**src/assert_macros.svh**
```systemverilog
// Assertion macros shared by the RTL files.
`ifndef ASSERT_MACROS_SVH
`define ASSERT_MACROS_SVH

// Checked on every rising clk edge, masked while rst_n is low.
`define LQS_ASSERT(label, prop, msg) \
  label: assert property (@(posedge clk) disable iff (!rst_n) prop) else $error(msg);

// Checked on every rising clk edge, reset included.
`define LQS_ASSERT_ALWAYS(label, prop, msg) \
  label: assert property (@(posedge clk) prop) else $error(msg);

`endif

```
**src/lqs_pkg.sv**
```systemverilog
// Types, constants and helpers for the link quality statistics block.
package lqs_pkg;

  localparam int TRACKER_COUNT = 32;
  localparam int IDX_W = (TRACKER_COUNT > 1) ? $clog2(TRACKER_COUNT) : 1;

  typedef enum logic {
    MODE_RECORD = 1'b0,
    MODE_REPORT = 1'b1
  } lqs_mode_t;

  localparam logic [7:0] KIND_ROT_A = 8'd1;
  localparam logic [7:0] KIND_ROT_B = 8'd2;
  localparam logic [7:0] KIND_ROT_C = 8'd4;
  localparam logic [7:0] KIND_ROT_D = 8'd6;
  localparam logic [7:0] KIND_ROT_E = 8'd7;
  localparam logic [7:0] LONG_GAP_LIMIT = 8'd3;

  typedef struct packed {
    logic       mode;
    logic [4:0] tracker_index;
    logic [7:0] sequence_number;
    logic [7:0] packet_kind;
    logic       in_own_window;
  } lqs_in_t;

  typedef struct packed {
    logic [7:0] received_count;
    logic [7:0] lost_count;
    logic [7:0] window_hits;
    logic [7:0] window_misses;
    logic [7:0] repeat_count;
    logic [7:0] largest_gap;
    logic [7:0] largest_rotation_gap;
    logic       long_gap_seen;
  } lqs_out_t;

  // One tracker's statistics entry.
  typedef struct packed {
    logic [7:0] received;
    logic [7:0] lost;
    logic [7:0] hits;
    logic [7:0] misses;
    logic [7:0] repeats;
    logic [7:0] gap_max;
    logic [7:0] rot_gap_max;
    logic [7:0] last_seq;
    logic [7:0] last_rot;
  } lqs_entry_t;

  function automatic logic is_rotation(input logic [7:0] kind);
    return (kind == KIND_ROT_A) || (kind == KIND_ROT_B) || (kind == KIND_ROT_C) ||
           (kind == KIND_ROT_D) || (kind == KIND_ROT_E);
  endfunction

endpackage

```
**src/lqs_update.sv**
```systemverilog
// Per-request entry update: record or report, plus the result item.
module lqs_update (
  input  lqs_pkg::lqs_in_t    req,
  input  lqs_pkg::lqs_entry_t entry,
  output lqs_pkg::lqs_entry_t entry_nxt,
  output lqs_pkg::lqs_out_t   result
);
  import lqs_pkg::*;

  logic [7:0] seq_dist;
  logic [7:0] gap;
  logic [7:0] rdist;
  logic [7:0] rgap;
  logic       is_new;
  logic       long_gap;

  assign seq_dist = req.sequence_number - entry.last_seq;
  assign gap      = seq_dist - 8'd1;
  assign rdist    = req.sequence_number - entry.last_rot;
  assign rgap     = rdist - 8'd1;
  assign is_new   = (req.sequence_number != entry.last_seq);
  assign long_gap = is_new && (seq_dist > LONG_GAP_LIMIT);

  always_comb begin
    entry_nxt = entry;
    if (req.mode == MODE_REPORT) begin
      entry_nxt.received    = '0;
      entry_nxt.lost        = '0;
      entry_nxt.hits        = '0;
      entry_nxt.misses      = '0;
      entry_nxt.repeats     = '0;
      entry_nxt.gap_max     = '0;
      entry_nxt.rot_gap_max = '0;
    end else if (is_new) begin
      entry_nxt.received = entry.received + 8'd1;
      entry_nxt.lost     = entry.lost + gap;
      entry_nxt.last_seq = req.sequence_number;
      if (req.in_own_window) begin
        entry_nxt.hits = entry.hits + 8'd1;
      end else begin
        entry_nxt.misses = entry.misses + 8'd1;
      end
      if (gap > entry.gap_max) begin
        entry_nxt.gap_max = gap;
      end
      if (is_rotation(req.packet_kind)) begin
        // zero rotation distance only moves the last rotation number
        if ((rdist != 8'd0) && (rgap > entry.rot_gap_max)) begin
          entry_nxt.rot_gap_max = rgap;
        end
        entry_nxt.last_rot = req.sequence_number;
      end
    end else begin
      entry_nxt.repeats = entry.repeats + 8'd1;
    end
  end

  // report returns the counters before clearing, record the ones after update
  always_comb begin
    if (req.mode == MODE_REPORT) begin
      result.received_count       = entry.received;
      result.lost_count           = entry.lost;
      result.window_hits          = entry.hits;
      result.window_misses        = entry.misses;
      result.repeat_count         = entry.repeats;
      result.largest_gap          = entry.gap_max;
      result.largest_rotation_gap = entry.rot_gap_max;
      result.long_gap_seen        = 1'b0;
    end else begin
      result.received_count       = entry_nxt.received;
      result.lost_count           = entry_nxt.lost;
      result.window_hits          = entry_nxt.hits;
      result.window_misses        = entry_nxt.misses;
      result.repeat_count         = entry_nxt.repeats;
      result.largest_gap          = entry_nxt.gap_max;
      result.largest_rotation_gap = entry_nxt.rot_gap_max;
      result.long_gap_seen        = long_gap;
    end
  end

endmodule

```
**src/link_quality_statistics.sv**
```systemverilog
// Top level of the link quality statistics block: request and result stages, entry table.
//
// Usage:
//   in_valid/in_stall/in_data carry requests. mode 0 records one received
//   packet for tracker_index; mode 1 reports that tracker's counters and
//   clears them (the last sequence and rotation numbers are kept).
//   out_valid/out_stall/out_data carry exactly one result per request,
//   in request order.
// Path: an accepted request is held in the request register, then its result
//   in the result register, which drives out_data.
// Throughput: one request per cycle unless out_stall holds the result. The entry
//   is read and updated between the request and result registers and written
//   back as the request moves on, so requests to the same tracker follow with no bubble.
// Reset: rst_n low clears all 32 entries and both valid flags; requests are
//   taken as soon as rst_n is released.
// Receiver stall: out_stall holds the result register. The request register
//   still fills while the result waits; once both are full, in_stall rises
//   and stays until the result is taken.
// An index outside the table returns an all-zero result and changes nothing.
module link_quality_statistics (
  input  logic             clk,
  input  logic             rst_n,
  input  logic             in_valid,
  output logic             in_stall,
  input  lqs_pkg::lqs_in_t in_data,
  output logic             out_valid,
  input  logic             out_stall,
  output lqs_pkg::lqs_out_t out_data
);
  import lqs_pkg::*;

`include "assert_macros.svh"

  // request stage
  logic       req_valid_r;
  lqs_in_t    req_r;

  // result stage
  logic       res_valid_r;
  lqs_out_t   res_r;

  // statistics table, one entry per tracker
  lqs_entry_t table_r [TRACKER_COUNT];

  logic       advance;
  logic       fire;
  logic       idx_ok;
  logic [IDX_W-1:0] idx;
  lqs_entry_t entry_cur;
  lqs_entry_t entry_nxt;
  lqs_out_t   upd_result;
  lqs_out_t   res_nxt;

  // result register can take a new item when empty or being drained
  assign advance  = !res_valid_r || !out_stall;
  assign fire     = req_valid_r && advance;
  assign in_stall = req_valid_r && !advance;

  assign idx       = req_r.tracker_index[IDX_W-1:0];
  assign idx_ok    = ({1'b0, req_r.tracker_index} < 6'(TRACKER_COUNT));
  assign entry_cur = table_r[idx];

  lqs_update u_update (
    .req       (req_r),
    .entry     (entry_cur),
    .entry_nxt (entry_nxt),
    .result    (upd_result)
  );

  assign res_nxt = idx_ok ? upd_result : '0;

  always_ff @(posedge clk) begin
    if (!rst_n) begin
      req_valid_r <= 1'b0;
    end else if (!in_stall) begin
      req_valid_r <= in_valid;
    end
  end

  always_ff @(posedge clk) begin
    if (!in_stall && in_valid) begin
      req_r <= in_data;
    end
  end

  always_ff @(posedge clk) begin
    if (!rst_n) begin
      res_valid_r <= 1'b0;
    end else if (advance) begin
      res_valid_r <= req_valid_r;
    end
  end

  always_ff @(posedge clk) begin
    if (fire) begin
      res_r <= res_nxt;
    end
  end

  // entry write-back; the next request sees the updated entry at once
  always_ff @(posedge clk) begin
    if (!rst_n) begin
      for (int i = 0; i < TRACKER_COUNT; i++) begin
        table_r[i] <= '0;
      end
    end else if (fire && idx_ok) begin
      table_r[idx] <= entry_nxt;
    end
  end

  assign out_valid = res_valid_r;
  assign out_data  = res_r;

  // a request that leaves the request stage lands in the result stage
  `LQS_ASSERT(a_fire_to_result, fire |=> res_valid_r, "request lost between stages")
  // the request side only stalls while a result is held back
  `LQS_ASSERT_ALWAYS(a_stall_needs_result, in_stall |-> (res_valid_r && out_stall), "spurious in_stall")
  // a long gap forces the largest gap to at least the gap limit
  `LQS_ASSERT(a_long_gap_max, (res_valid_r && res_r.long_gap_seen) |-> (res_r.largest_gap >= LONG_GAP_LIMIT), "long gap not reflected in largest gap")

endmodule

```
**config.mk**
```make
export PLATFORM = sky130hd
export DESIGN_NAME = link_quality_statistics
export DESIGN_NICKNAME = d
export VERILOG_FILES = /design/src/lqs_pkg.sv /design/src/lqs_update.sv /design/src/link_quality_statistics.sv
export VERILOG_INCLUDE_DIRS = /design/src /design/src/src
export SDC_FILE = /design/constraint.sdc
export NUM_CORES = 2
export LEC_CHECK = 0
export BUFFER_PORTS_ARGS = -buffer_cell sky130_fd_sc_hd__buf_2
export CELL_PAD_IN_SITES_DETAIL_PLACEMENT = 2
export CELL_PAD_IN_SITES_GLOBAL_PLACEMENT = 2
export CORE_MARGIN = 4
export CORE_UTILIZATION = 40
export DETAILED_ROUTE_END_ITERATION = 16
export PLACE_DENSITY = 0.69
export SETUP_SLACK_MARGIN = 0.05
export SKIP_CTS_REPAIR_TIMING = 1
export SYNTH_ARGS = -nofsm -noshare
export SYNTH_HDL_FRONTEND = slang
export SYNTH_SLANG_ARGS = --single-unit
```
**constraint.sdc**
```tcl
create_clock -name clk -period 11.4 [get_ports clk]
set_input_delay 2.28 -clock clk [delete_from_list [all_inputs] [get_ports clk]]
set_output_delay 2.28 -clock clk [all_outputs]
set_load 0.01 [all_outputs]
```
# Yosys cells after proc, flatten, opt, wreduce, memory -nomap -nowiden
# Memories as Yosys holds them, arrays and structs flattened. A register that Yosys moved wholly into a read port is not among the register bits.
# Cells that the tools add are included.
# op_classes
bitwise	0
add_sub_neg	9
mux	20
eq_ne	6
n_reduce_logical	16
shifts	0
magnitude_cmp	3
n_div	0
mul	0
# ops
op	n
72-bit two-way mux	1
72-bit OR reduction	1
32-bit two-way mux	2
57-bit two-way mux	1
56-bit two-way mux	1
8-bit two-way mux	7
8-bit by 1-bit adder with 8-bit output (second input constant)	4
8-bit by 3-bit == test with 1-bit output (second input constant)	3
8-bit > comparator	2
16-bit two-way mux	1
8-bit by 1-bit subtractor with 8-bit output (second input constant)	2
8-bit subtractor	2
5-bit two-way mux	2
8-bit adder	1
8-bit by 1-bit == test with 1-bit output (second input constant)	1
8-bit by 2-bit == test with 1-bit output (second input constant)	1
8-bit by 2-bit > comparator with 1-bit output (second input constant)	1
8-bit != test	1
8-bit nonzero test	1
1-bit logical AND	5
1-bit logical OR	5
1-bit two-way mux	5
1-bit logical NOT	4
# word_totals
ram_bits	2304
reg_bits	82
input_bits	27
mem_bits_ro	0
elab_cells	70
latchBits	0
out_inout_bits	59
memories	1
# memory_table
name	words	width	read_ports	rd_ports_with_merged_regs	write_ports	line	source
table_r	32	72	1	1	32	link_quality_statistics.sv:43	lqs_entry_t table_r [TRACKER_COUNT];

# Longest topological paths before layout
# depth
word_depth	9
mapped_depth	29
ltp_nobuf	21

# By module
# Synthesis repeated with hierarchy kept, for this count alone.
# unflattened
hier_cells	7176
hier_area_um2	109675.2
# by_module_without_submodules
mod	seq_area_each_um2	n_inst	cells_per_inst	area_each_um2
link_quality_statistics	71728.8	1	6611	105984.1
lqs_update	0.0	1	565	3691.0

# Least setup slack after synthesis
# OpenSTA, ideal clock, no wires.
# synth_timing
path_type	input to register
startpoint	input out_stall
endpoint	memory table_r[4][0] (netlist bit) (enable)
arrival_ns	9.721
cell_stages	7
path_slack_ns	1.247
path_buffers	2
setup_ns	0.432
required_time_ns	10.968
path_cell_list	a21boi_0 nand2_1 nor3_1 clkbuf_1 nand2_1 clkbuf_1 nand2_1
# synth_rtl
item	line	source
start, declared	link_quality_statistics.sv:27	input logic out_stall,
end, declared	link_quality_statistics.sv:43	

==> flow_metrics.py <==
metrics = {
    "run_status": {
        "run_status": "finished clean",
    },
    "timing": {
        "post_route_setup_tns_ns": 0,
        "timing.final.setup_violations": 0,
        "timing_worst_slew_pin_value_ns": 1.353,
        "slew-limit-headroom": 0.09760,
        "skew_ns": 0.06151,
        "final_period_minus_worst_setup_slack_ns": 8.533,
        "final_slew_viol_count": 0,
        "final_hold_viols": 0,
        "layout_worst_path_cycle_share": 0.7486,
        "max_clock_freq_ghz": 0.1172,
        "rsz0062_at_grt": "false",
    },
    "setup_path": {
        "worst_setup_path_start_kind": "flop",
        "path_class": "flop to flop",
        "worstPathMaxFanout": 47,
        "cp-end-kind": "flop",
        "crit_path_cell_trace": "buf_4, mux4_2, mux4_2, nand2_1, nand2_1, ha_1, inv_1, fa_1, inv_1, ha_1, inv_1, xnor2_1, ha_1, a211oi_1, o21ai_0, o211ai_1, xnor3_1, mux2i_1, buf_4, xnor2_2, buf_4, nor2_1",
        "critical-path-top-delay-family": "multiplexers",
        "critical_path.n_buffers_inverters": 6,
        "timing.critical_path.required_ns": 12.05,
        "cp_slowest_cell": "dfxtp_4",
        "cp_peak_stage_delay_ns": 0.97,
        "cp_data_arrival_time_ns": 9.18,
    },
    "placed_design": {
        "numPlacedInstances": 10110,
        "gpl_congestion": 0.8056,
        "port-buffer-count": 85,
        "dpl.hpwl_um": 234200,
    },
    "detailed_routing": {
        "antenna_violating_nets_post_route": 0,
        "vias": 68150,
        "drt_wl_total_um": 433600,
        "routed_via_count_divided_by_cell_count": 6.437,
        "first_iter_violations": 10150,
        "drt-pass1-iter-count": 5,
        "drc_errors": 0,
        "avgRoutedWirePerCell_um": 40.95,
    },
    "grt": {
        "grt_max_degree": 100,
        "globalRoute.totalOverflow": 0,
        "grt_pass1_vias": 71400,
        "grt_antenna_before_repair": 15,
        "globalRouteTotalUtil": 0.3155,
        "global_route_wire_length_before_repair_um": 594600,
    },
    "die": {
        "die_y_um": 521.9,
        "core.rowCount": 188,
        "core-area_um2": 262500,
        "dieWidth_um": 521.9,
        "floorplan.die_area_um2": 272300,
        "start_util": 0.4024,
        "num_io_pins": 86,
    },
    "flow_run": {
        "cap_violations": 0,
    },
    "power": {
        "comb_power_share": 0.157,
        "power.share.clock": 0.383,
        "power.switching_fraction": 0.2825,
        "power.switching_mw": 6.235,
        "totalPowerFinal_mw": 22.07,
        "total_leakage_power_nw": 41.45,
        "power_share_of_the_sequential_group": 0.460,
        "pwr_density_cell_nw_per_um2": 186.9,
        "peakVddDrop_uv": 181.2,
        "power.internal_mw": 15.84,
    },
    "final_layout": {
        "num-fill-cells": 24680,
        "design.final.nets": 6951,
        "layout_commonest_cell": "edfxtp_1",
        "utilization_after_layout": 0.4498,
        "final_cell_mix": "edfxtp_1 (2384), nor2_1 (2357), mux4_2 (632)",
        "post_route_cells_drive_above_1_share": 0.2139,
        "area_growth_pct": 11.78,
        "finish.cell_count_without_fillers": 10590,
    },
    "synth": {
        "yosys.area.top_type": "edfxtp_1",
        "share_of_flip_flops_with_an_asynchronous_set_or_reset": 0,
        "synthDistinctLibCells": 85,
        "postSynthRegisterBits": 2391,
        "postSynthAreaPerCell_um2": 15.29,
        "synth-edff-count": 2384,
        "postSynthNetCount": 6980,
        "synth_top_cells_by_area": "edfxtp_1 (68%), mux4_2 (13%), nor2_1 (8.4%)",
        "yosys_warnings": 0,
        "seq_area_frac_synth": 0.6791,
        "synth_top_area_share": 0.6778,
        "instance_count_of_the_mapped_netlist": 6906,
        "postSynth.topFlopCell": "edfxtp_1",
        "synth_area_um2": 105600,
    },
    "clock_network": {
        "ctsLongestPathBuffers": 4,
        "number_of_buffers_inserted_during_clock_tree_synthesis": 283,
        "worstSkewPairLatency_ns": 0.97,
        "cts-root-buf": "clkbuf_16",
        "path_clk_slew_ns": 0.06,
        "clock_sinks": 2391,
        "cts_tree": "done",
        "htree_levels": 5,
    },
    "worst_hold_path": {
        "holdCritPathClass": "flop to flop",
    },
}
## power by group through the flow
stage	sequential, mW	combinational (mW)	clock [mW]
6_report	10.2	3.46	8.46
5_1_grt	10.2	3.62	8.94
4_1_cts	10.2	3.42	8.54
3_5_place_dp	10.3	3.38	0
3_3_place_gp	10.3	3.29	0
2_1_floorplan	10.3	2.24	0
## area by class of cell
cell class	instances	area, um^2	area share
antenna	13	32.53	0.0002755
clock buffer	361	7545	0.06390
clock inverter	106	688.2	0.005829
inverter	40	167.7	0.001420
multi-input combinational	3826	31100	0.2634
sequential	2391	71740	0.6076
tap	3515	4398	0.03725
timing repair buffer	335	2392	0.02026
## cell usage after synthesis, drive strengths merged, types with 26 or more instances
cell	n
clkbuf	334
nand2	201
xor2	26
nor2	2359
xnor2	52
nand3	52
inv	38
mux2i	94
mux4	692
buf	294
o21ai	56
ha	44
edfxtp	2384
a21oi	30
## routing by layer
metal  global-route usage  wire length [um]  vias to the layer above
met2               0.5102            207400                     4446
met1               0.4117            161000                    37270
li1                     -                 -                    25380
met4               0.1444             22670                        4
met3              0.06444             42490                     1046
met5                    0                30                        -
## cells by family (layout without fill, tap and decap cells)
group                    count (synthesis)  after routing  synth area share
XOR/XNOR                                81             81          0.007190
other                                    0             13                 0
buffers and inverters                  689            842           0.03541
flip-flops                            2391           2391            0.6791
AND/OR/NAND/NOR                       2722           2722            0.1003
multiplexers                           807            807            0.1613
adder cells (fa/ha/maj)                 47             47          0.005781
AO/OA/AOI/OAI                          169            169           0.01095
## stage by stage
stage | cell area (um^2) | setup WS [ns] | hold WS [ns]
final | 118100 | 2.867 | 0.5456
after detailed placement | 109800 | 3.062 | 0.5348
after CTS | 118000 | 2.958 | 0.5446
after floorplan | 105600 | 1.247 | 0.4657
after global placement | 109800 | 3.156 | 0.4856
after global routing | 118000 | 2.535 | 0.5733
## worst register-to-register path, cell delays in order (launching register included)
cell and delay (ns):
dfxtp_4 0.97, buf_4 0.88, mux4_2 0.64, mux4_2 0.52, nand2_1 0.11, nand2_1 0.13, ha_1 0.29, inv_1 0.13
fa_1 0.49, inv_1 0.11, ha_1 0.15, inv_1 0.07, xnor2_1 0.64, ha_1 0.40, a211oi_1 0.41, o21ai_0 0.21
o211ai_1 0.25, xnor3_1 0.30, mux2i_1 0.64, buf_4 0.30, xnor2_2 0.13, buf_4 0.36, nor2_1 0.13
## registers in the layout (all words and copies together) (netlist names), named ones only
signal       count
req_valid_r      1
out_data        57
out_valid        1
table_r       2304
req_r           18
idx              5
## worst paths after layout
check / from / end / slack, ns / cells past startpoint
worst min-delay path: req_valid_r$_SDFFE_PN0N_ / out_valid$_SDFFE_PN0N_ / 0.55 / 2
worst min register to register: req_valid_r$_SDFFE_PN0N_ / out_valid$_SDFFE_PN0N_ / 0.55 / 2
worst max-delay path: flop / table_r[4][63]$_SDFFCE_PN0P_ / 2.87 / 22
worst max register to register: flop / table_r[4][63]$_SDFFCE_PN0P_ / 2.87 / 22
Power figures use the tool's default switching activity.
